===== src/rtl/bpskrot_pkg.sv =====
// bpskrot_pkg: shared types, register codes and the quarter-wave sine table function
// for the bpsk modulator with rotator; depends on nothing
`default_nettype none

package bpskrot_pkg;

  typedef struct packed {
    logic command;
    logic data_bit;
  } in_req_t;

  typedef struct packed {
    logic signed [15:0] i_sample;
    logic signed [15:0] q_sample;
    logic               last;
  } out_rsp_t;

  typedef enum logic [1:0] {
    REG_AMPLITUDE   = 2'd0,
    REG_PHASE_STEP  = 2'd1,
    REG_SAMPLES_SYM = 2'd2,
    REG_TONE_PERIOD = 2'd3
  } reg_idx_e;

  localparam logic CMD_PREAMBLE = 1'b0;
  localparam logic CMD_DATA     = 1'b1;

  localparam logic [14:0] AMPLITUDE_RST   = 15'd3000;
  localparam logic [31:0] PHASE_STEP_RST  = 32'd68356;
  localparam logic [4:0]  SAMPLES_SYM_RST = 5'd10;
  localparam logic [10:0] TONE_PERIOD_RST = 11'd100;

  localparam logic signed [16:0] SYM_POS = 17'sd32768;
  localparam logic signed [16:0] SYM_NEG = -17'sd32768;

  localparam longint unsigned TWO_PI_Q30 = 64'd6746518852;

  // controller to datapath
  typedef struct packed {
    logic sym_load;
    logic sym_bit;
    logic div_start;
    logic tone_rd;
    logic tone_cap;
    logic issue;
    logic issue_last;
    logic tone_adv;
  } cmd_t;

  // datapath to controller
  typedef struct packed {
    logic       adv;
    logic       div_busy;
    logic       s1_empty;
    logic [4:0] sps;
  } stat_t;

  // q15 sine of m / 2^bits turn, first quarter, integer series; elaboration only
  function automatic logic [14:0] quarter_sine(input int m, input int bits);
    longint unsigned x;
    longint unsigned x2;
    longint unsigned term;
    longint          sum;
    longint          v;
    x    = (longint'(m) * TWO_PI_Q30) >> bits;
    x2   = (x * x) >> 30;
    term = x;
    sum  = longint'(x);
    term = ((term * x2) >> 30) / 6;
    sum  = sum - longint'(term);
    term = ((term * x2) >> 30) / 20;
    sum  = sum + longint'(term);
    term = ((term * x2) >> 30) / 42;
    sum  = sum - longint'(term);
    term = ((term * x2) >> 30) / 72;
    sum  = sum + longint'(term);
    term = ((term * x2) >> 30) / 110;
    sum  = sum - longint'(term);
    term = ((term * x2) >> 30) / 156;
    sum  = sum + longint'(term);
    if (sum < 0) begin
      sum = 0;
    end
    v = (sum * 32767 + (64'sd1 <<< 29)) >>> 30;
    if (v > 32767) begin
      v = 32767;
    end
    return v[14:0];
  endfunction

endpackage

`default_nettype wire


===== src/rtl/bpskrot_ctrl.sv =====
// bpskrot_ctrl: request sequencer; accepts requests and issues samples into the datapath
// depends on bpskrot_pkg
`default_nettype none

module bpskrot_ctrl
  import bpskrot_pkg::*;
#(
  parameter int MAX_SAMPLES_PER_SYMBOL = 16
) (
  input  wire logic    clk_i,
  input  wire logic    rst_ni,
  input  wire logic    in_valid_i,
  output logic         in_stall_o,
  input  wire in_req_t in_req_i,
  output cmd_t         cmd_o,
  input  wire stat_t   stat_i
);

  localparam int         MAX   = MAX_SAMPLES_PER_SYMBOL;
  localparam int         CW    = (MAX > 1) ? $clog2(MAX) : 1;
  localparam logic [6:0] MAX_N = 7'(MAX);

  typedef enum logic [4:0] {
    S_IDLE  = 5'b00001,
    S_DIV   = 5'b00010,
    S_TWAIT = 5'b00100,
    S_TCAP  = 5'b01000,
    S_ISSUE = 5'b10000
  } state_e;

  state_e        state_q;
  state_e        state_d;
  logic [CW-1:0] rem_q;
  logic [CW-1:0] rem_d;
  logic          pre_q;
  logic          pre_d;

  logic [6:0]    sps_ext;
  logic [6:0]    n_full;
  logic [6:0]    n_m1;

  assign sps_ext = {2'b00, stat_i.sps};
  assign n_full  = (sps_ext == 7'd0) ? 7'd1 : ((sps_ext > MAX_N) ? MAX_N : sps_ext);
  assign n_m1    = n_full - 7'd1;

  assign in_stall_o = state_q != S_IDLE;

  always_comb begin
    state_d = state_q;
    rem_d   = rem_q;
    pre_d   = pre_q;
    cmd_o   = '0;
    unique case (state_q)
      S_IDLE: begin
        if (in_valid_i) begin
          if (in_req_i.command == CMD_DATA) begin
            cmd_o.sym_load = 1'b1;
            cmd_o.sym_bit  = in_req_i.data_bit;
            rem_d          = n_m1[CW-1:0];
            pre_d          = 1'b0;
            state_d        = S_ISSUE;
          end else begin
            cmd_o.div_start = 1'b1;
            rem_d           = '0;
            pre_d           = 1'b1;
            state_d         = S_DIV;
          end
        end
      end
      S_DIV: begin
        if (!stat_i.div_busy) begin
          state_d = S_TWAIT;
        end
      end
      S_TWAIT: begin
        if (stat_i.s1_empty) begin
          cmd_o.tone_rd = 1'b1;
          state_d       = S_TCAP;
        end
      end
      S_TCAP: begin
        cmd_o.tone_cap = 1'b1;
        state_d        = S_ISSUE;
      end
      S_ISSUE: begin
        cmd_o.issue      = 1'b1;
        cmd_o.issue_last = rem_q == '0;
        cmd_o.tone_adv   = pre_q;
        if (stat_i.adv) begin
          if (rem_q == '0) begin
            state_d = S_IDLE;
          end else begin
            rem_d = rem_q - CW'(1);
          end
        end
      end
      default: begin
        state_d = S_IDLE;
      end
    endcase
  end

  always_ff @(posedge clk_i or negedge rst_ni) begin
    if (!rst_ni) begin
      state_q <= S_IDLE;
      rem_q   <= '0;
      pre_q   <= 1'b0;
    end else begin
      state_q <= state_d;
      rem_q   <= rem_d;
      pre_q   <= pre_d;
    end
  end

endmodule

`default_nettype wire


===== config.mk =====
export PLATFORM = sky130hd
export DESIGN_NAME = bpskrot_ctrl
export DESIGN_NICKNAME = d
export VERILOG_FILES = /design/src/rtl/bpskrot_pkg.sv /design/src/rtl/bpskrot_ctrl.sv
export SDC_FILE = /design/constraint.sdc
export NUM_CORES = 1
export LEC_CHECK = 0
export ABC_AREA = 1
export ABC_CLOCK_PERIOD_IN_PS = 1980
export CORE_ASPECT_RATIO = 0.7
export CORE_UTILIZATION = 35
export DETAILED_ROUTE_END_ITERATION = 16
export DONT_BUFFER_PORTS = 1
export GPL_TIMING_DRIVEN = 0
export PLACE_DENSITY = 0.51
export SLEW_MARGIN = 0
export SYNTH_ARGS = -nofsm -noshare
export SYNTH_HDL_FRONTEND = slang
export SYNTH_SLANG_ARGS = --single-unit

===== constraint.sdc =====
create_clock -name clk_i -period 1.98 [get_ports clk_i]
set_input_delay 0.297 -clock clk_i [delete_from_list [all_inputs] [get_ports clk_i]]
set_output_delay 0.297 -clock clk_i [all_outputs]
set_load 0.02 [all_outputs]

==> results of run 1 <==
worst min-delay path by stage:
stage	end	slack (ps)	start
5_1_grt	state_q[1]	130	in_req_i[1]
3_5_place_dp	rem_q[0]	2	rst_ni
6_report	state_q[1]	140	in_req_i[1]
3_3_place_gp	rem_q[0]	2	rst_ni
4_1_cts	state_q[1]	130	in_req_i[1]
2_1_floorplan	pre_q	1	rst_ni
kinds of logic after synthesis:
family | count (synthesis) | synth area share
AND/OR/NAND/NOR | 62 | 0.4557
XOR/XNOR | 1 | 0.01000
AO/OA/AOI/OAI | 15 | 0.1128
adder cells (fa/ha/maj) | 2 | 0.02857
flip-flops | 10 | 0.2872
buffers and inverters | 24 | 0.1057
registers in the layout, summed over array words and instances (netlist names):
register  flops
state_q       5
pre_q         1
rem_q         4
report_power, final:
part | internal, mW | switching, mW | leakage [nW]
sequential | 0.287 | 0.0601 | 0.125
combinational | 0.257 | 0.536 | 0.384
clock | 0.0779 | 0.0686 | 0.0150
total | 0.622 | 0.665 | 0.524
final cells by class:
class	count	area (um2)	area share
Multi-Input combinational cell	80	539.3	0.5619
Sequential cell	10	251.5	0.2621
Inverter	24	92.59	0.09648
Tap cell	32	40.04	0.04172
Clock buffer	4	26.28	0.02738
Timing Repair Buffer	1	10.01	0.01043
synthesized netlist by cell type, drive strengths merged:
master | n | area share
nand2 | 25 | 0.14
inv | 24 | 0.11
nor2 | 20 | 0.16
nand3 | 10 | 0.089
o21ai | 10 | 0.074
dfrtp | 9 | 0.26
nand4 | 5 | 0.050
a21oi | 2 | 0.016
ha | 2 | 0.029
o22ai | 2 | 0.014
a22oi | 1 | 0.0086
dfstp | 1 | 0.030
nand3b | 1 | 0.0086
nor3b | 1 | 0.0086
xor2 | 1 | 0.010
through the flow:
step | hold WS [ps] | setup WS (ps) | cell area (um2) | util
global placement | 1.670 | 214.8 | 915.9 | 0.4053
finish | 139.2 | 97.11 | 959.7 | 0.4247
detailed placement | 1.664 | 189.9 | 915.9 | 0.4053
CTS | 129.9 | 93.33 | 957.2 | 0.4236
floorplan | 1.409 | 290.3 | 875.8 | -
global route | 125.8 | 15.10 | 959.7 | 0.4247
per-layer routing:
layer	share of wire	vias up
met5	0	-
met4	0.0073	0
met3	0.055	2
met2	0.40	18
met1	0.54	319
li1	-	379
critical path, stage by stage (launching register included):
cell and delay [ps]:
sky130_fd_sc_hd__dfstp_2 560, sky130_fd_sc_hd__inv_2 50, sky130_fd_sc_hd__nor2_4 120, sky130_fd_sc_hd__nand4_2 190, sky130_fd_sc_hd__nor3b_2 400
layout by cell type (no fill, tap or decap), types with 2 or more instances in the layout:
master / Yosys / final
sky130_fd_sc_hd__nor2_8: 3 / 3
sky130_fd_sc_hd__o21ai_0: 3 / 3
sky130_fd_sc_hd__nand3_2: 3 / 3
sky130_fd_sc_hd__inv_1: 21 / 21
sky130_fd_sc_hd__nor2_2: 2 / 3
sky130_fd_sc_hd__o21ai_1: 3 / 3
sky130_fd_sc_hd__o22ai_1: 2 / 2
sky130_fd_sc_hd__ha_1: 2 / 2
sky130_fd_sc_hd__dfrtp_1: 9 / 9
sky130_fd_sc_hd__nand4_2: 2 / 2
sky130_fd_sc_hd__nand2_4: 3 / 3
sky130_fd_sc_hd__nand4_1: 3 / 3
sky130_fd_sc_hd__inv_2: 2 / 2
sky130_fd_sc_hd__nor2_1: 13 / 12
sky130_fd_sc_hd__nand3_1: 6 / 6
sky130_fd_sc_hd__clkbuf_4: 0 / 3
sky130_fd_sc_hd__nor2_4: 2 / 2
sky130_fd_sc_hd__o21ai_2: 4 / 4
sky130_fd_sc_hd__nand2_1: 21 / 21
what timing repair did:
| item | in CTS | in global routing |
|---|---|---|
| gates resized for setup | 1 | 1 |
| pin swaps | 0 | 0 |
| setup endpoints to repair | 1 | 1 |
| endpoints found under the hold margin | 10 | 0 |
| hold buffers | 1 | 0 |
==> out/qor.yml, run 1 <==
status:
  outcome: "complete, no violations"
power:
  power_leakage_nw: 0.5240
  power-per-cell-area_nw_per_um2: 1341
  report.power.total_mw: 1.287
  vdd.ir_drop.worst_uv: 462.7
global_route:
  grt_pass1_vias: 695
  globalRoute.totalOverflow: 0
  groute.layer.met2.usage: 0.2301
  gr-usage-met1: 0.2106
  grt.total_usage: 0.1568
  global_route_wire_length_before_repair_um: 2960
  grt_antenna_before_repair: 0
  use_met3: 0.06866
  most_crowded_layer_after_global_routing: "met2"
  grt_start_max_net_pins: 11
die:
  dieHeight_um: 43.86
  core_um2: 2260
  initial_utilization: 0.3876
  floorplan.die.width_um: 61.79
  num_rows: 14
  boundaryPins: 22
  dieArea_um2: 2710
placement:
  gp_congestion: 0.7877
  hpwl_um: 1470
  numPlacedInstances: 146
  port_buffers: 0
route:
  wire_per_inst_um: 11.77
  num_vias: 718
  avgViaCountPerCell: 4.755
  first_pass_iters: 3
  drt_iter0_drc: 14
  detail-route-antenna-nets: 0
  remaining_drc_errors: 0
  routed_wirelength_um: 1778
setup_path:
  crit_type: "reg2out"
  worst-endpoint-arrival_ps: 1590
  timing.critical_path.from: "state_q[0]"
  critical_path.reg2reg.endpoint: "rem_q[3]"
  rrSetupSlack_ps: 440
  timing.critical_path.to: "cmd_o[6]"
  critical_path_fanout_max: 6
  reg2regPathDepth: 9
  critPathRequiredTime_ps: 1680
  r2r_start: "rem_q[1]"
  critPathCaptureType: "primary output"
  start_kind: "register"
sta:
  timing.final.crit_period_ps: 1883
  post-route-period-util: 0.9510
  worst_slew_margin_rel: 0.6620
  rsz0062_at_grt: "no"
  clock_skew_ps: 2.849
  max_freq_ghz: 0.5311
  fin_hold_viols: 0
  slew_viol_final: 0
  worst_slew_pin_slew_ps: 505.3
  fin_tns_setup_ps: 0
  setup_viol_count_final: 0
logic_synthesis:
  syn-cell-area_um2: 875.8
  ys_warn_count: 0
  synth.net_count: 129
  synthesized_flop_and_latch_total: 10
  syn-mean-instance-area_um2: 7.683
  postSynthCellCount: 114
  seq_area_frac_synth: 0.2871
  netlist-cell-type-count: 28
cts:
  cts_made_buffers: 3
  max-clock-path-buffers: 2
  numClockSinks: 10
  clock_pin_slew_on_the_worst_setup_and_hold_paths_ps: 60
  postCtsSetupRepairBufs: 0
  cts_tree: "done"
  cts_htree_levels: 1
  worstSkewPairLatency_ps: 260
  cts.root.buffer_cell: "sky130_fd_sc_hd__clkbuf_4"
finish:
  n_antenna_cell: 0
  final_cells: 151
  syn_to_final_growth_pct: 9.571
  fin_nets: 135
  fillerInstances: 239
  post_route_cells_drive_above_1_share: 0.2605
flow_run:
  drv.max_cap_violation_count: 0
min_path:
  worst_hold_path_type: "in2reg"
  hold_path_depth: 1
No activity file was read; power rests on OpenSTA's default activity.
==> run 2, diff against run 1 <==
ABC_AREA = unset   (was 1)
==> out/qor.yml, run 2 <==
cts:
  cts.root.buffer_cell: "sky130_fd_sc_hd__clkbuf_4"
  cts_htree_levels: 1
  cts_tree: "done"
  clock_pin_slew_on_the_worst_setup_and_hold_paths_ps: 80
  worstSkewPairLatency_ps: 270
  cts_made_buffers: 3
  numClockSinks: 10
  max-clock-path-buffers: 2
global_route:
  grt_pass1_vias: 611
  grt.total_usage: 0.1753
  grt_start_max_net_pins: 11
  globalRoute.totalOverflow: 0
  global_route_wire_length_before_repair_um: 2877
  grt_antenna_before_repair: 0
power:
  vdd.ir_drop.worst_uv: 538.0
  power-per-cell-area_nw_per_um2: 1313
  power_leakage_nw: 0.4389
  report.power.total_mw: 1.214
setup_path:
  top_cell_family_by_delay_on_the_critical_path: "simple AND/OR/NAND/NOR gates"
  critPathCaptureType: "primary output"
  critical_path_fanout_max: 10
  crit_type: "reg2out"
  critPathRequiredTime_ps: 1680
  worst_path_max_delay_cell: "sky130_fd_sc_hd__dfrtp_1"
  worstPathCellList: "buf_2, nor3_4, and4b_2, and3_2"
  start_kind: "register"
  worst-endpoint-arrival_ps: 1590
  critical_path.n_buffers_inverters: 1
  timing.critical_path.from: "state_q[4]"
  r2r_start: "rem_q[0]"
  max_stage_delay_ps: 360
placement:
  port_buffers: 0
  numPlacedInstances: 113
  hpwl_um: 1357
  dp_worst_setup_slack_ps: 47.46
  gp_congestion: 0.7233
  placed_cell_area_um2: 809.5
finish:
  mostFrequentLayoutCells: "sky130_fd_sc_hd__dfrtp_1 (9), sky130_fd_sc_hd__inv_1 (8), sky130_fd_sc_hd__buf_4 (5), sky130_fd_sc_hd__o21ai_0 (5), sky130_fd_sc_hd__nor3_1 (4)"
  fin_nets: 108
  layout_commonest_cell: "sky130_fd_sc_hd__dfrtp_1"
  reg.largest.list: "state_q x5, rem_q x4, pre_q x1"
  n_antenna_cell: 0
  post_route_cells_drive_above_1_share: 0.2935
  largest_reg_flops: 5
  final_cells: 122
  largest_register: "state_q"
  syn_to_final_growth_pct: 19.77
  finish.instance_area_um2: 924.6
logic_synthesis:
  netlist-cell-type-count: 39
  synth_most_common_cell: "sky130_fd_sc_hd__dfrtp_1"
  yosys.area_share.xor_xnor: 0.02269
  syn-cell-area_um2: 772.0
  seq_area_frac_synth: 0.3258
  synth-adder-area-share: 0.03241
  synthDominantCellAreaShare: 0.2917
  synthFlopType: "sky130_fd_sc_hd__dfrtp_1"
  synthesized_flop_and_latch_total: 10
  dominant_combinational_cell_family_by_area_after_synthesis: "simple AND/OR/NAND/NOR gates"
  async_reset_ff_frac: 1.000
  synth_enable_flop_cells: 0
  syn-mean-instance-area_um2: 9.301
  yosys-top-cells-area: "sky130_fd_sc_hd__dfrtp_1 (29%), sky130_fd_sc_hd__inv_1 (3.9%), sky130_fd_sc_hd__dfstp_2 (3.4%)"
  synth_top_area_cell: "sky130_fd_sc_hd__dfrtp_1"
  synth.area.mux_share: 0.04538
  synth_compound_gate_area_share: 0.2091
  synth_commonest_cells: "sky130_fd_sc_hd__dfrtp_1 (9), sky130_fd_sc_hd__inv_1 (8), sky130_fd_sc_hd__nor2_1 (5), sky130_fd_sc_hd__o21ai_0 (5), sky130_fd_sc_hd__nor3_1 (4)"
  ys_warn_count: 0
  synth.net_count: 98
  post_synth_and_or_nand_nor_area_fraction: 0.2885
  postSynthCellCount: 83
sta:
  post-route-period-util: 0.9549
  final.setup.worst_slack_ps: 89.21
  max_freq_ghz: 0.5289
  fin_hold_viols: 0
  rsz0062_at_grt: "no"
  fin_tns_setup_ps: 0
  timing.final.crit_period_ps: 1891
  worst_slew_pin_slew_ps: 485.9
  clock_skew_ps: 6.206
  setup_viol_count_final: 0
  slew_viol_final: 0
  worst_slew_margin_rel: 0.6750
route:
  routed-wl-met3_um: 152
  highest_layer: "met4"
  routed_wirelength_um: 1803
  num_vias: 671
  first_pass_iters: 4
  drt_iter0_drc: 19
  route.met2.wl_um: 706
  wire_per_inst_um: 14.78
  remaining_drc_errors: 0
  avgViaCountPerCell: 5.500
  detail-route-antenna-nets: 0
  met1Wirelength_um: 929
die:
  floorplan.die.width_um: 58.14
  initial_utilization: 0.3922
  dieHeight_um: 41.30
  num_rows: 13
  boundaryPins: 22
  core_um2: 1968
  dieArea_um2: 2401
min_path:
  worst_hold_path_type: "in2reg"
  hold_path_startpoint: "stat_i[6]"
status:
  outcome: "complete, no violations"
flow_run:
  drv.max_cap_violation_count: 0
[run 2: cell count changes after synthesis, moves of 4 or more]
cell                      before  now
sky130_fd_sc_hd__o21ai_2       4    0
sky130_fd_sc_hd__nand2_1      21    3
sky130_fd_sc_hd__inv_1        21    8
sky130_fd_sc_hd__nor2_1       13    5
sky130_fd_sc_hd__nand3_1       6    2
sky130_fd_sc_hd__nor3_1        0    4
[run 2: per-stage QoR]
| step | utilization | hold WS [ps] |
|---|---|---|
| final | 0.4698 | 140.6 |
| after global routing | 0.4698 | 124.6 |
| after CTS | 0.4507 | 132.2 |
| after detailed placement | 0.4113 | 1.635 |
| after global placement | 0.4113 | 1.614 |
| after floorplan | - | 1.409 |
[run 2: report_power, final]
group / total, mW / switching, mW / leakage (nW) / internal (mW)
clock network: 0.187 / 0.0758 / 0.0210 / 0.112
logic: 0.682 / 0.371 / 0.291 / 0.311
registers: 0.345 / 0.0580 / 0.127 / 0.287
[run 2: logic make-up after synthesis]
logic type,Yosys count
adder cells (fa/ha/maj),2
AND/OR/NAND/NOR,33
AO/OA/AOI/OAI,21
buffers and inverters,12
multiplexers,3
flip-flops,10
XOR/XNOR,2
[run 2: final cells by class]
cell class / count / area (um2)
fill: 205 / 1044
clock buffer: 4 / 36.28
sequential: 10 / 251.5
multi-input combinational: 61 / 500.5
tap: 30 / 37.54
inverter: 8 / 30.03
buffer: 4 / 28.78
timing repair buffer: 5 / 40.04
[run 2: path summary, 6_finish.rpt]
| kind | endpoint | cells past startpoint | slack (ps) |
|---|---|---|---|
| worst max-delay path | cmd_o[6] | 4 | 90 |
| worst min-delay path | state_q[2] | 1 | 140 |
| worst max register to register | rem_q[3] | 6 | 160 |
| worst min register to register | pre_q | 1 | 470 |
| max in group asynchronous | state_q[0] | 1 | 1210 |
| min in group asynchronous | state_q[3] | 1 | 420 |
[run 2: per-layer routing]
metal / vias to the layer above / global-route usage
met3: 2 / 0.06790
met4: 0 / 0.03571
li1: 327 / -
met5: - / 0
met2: 28 / 0.2471
met1: 314 / 0.2514
[run 2: what timing repair did]
| action | 4_1_cts | 5_1_grt |
|---|---|---|
| endpoints found under the hold margin | 10 | 0 |
| setup buffers | 1 | 3 |
| pin swaps | 2 | 4 |
| setup endpoints to repair | 4 | 7 |
| resized for setup | 7 | 5 |
| hold buffers | 1 | 0 |
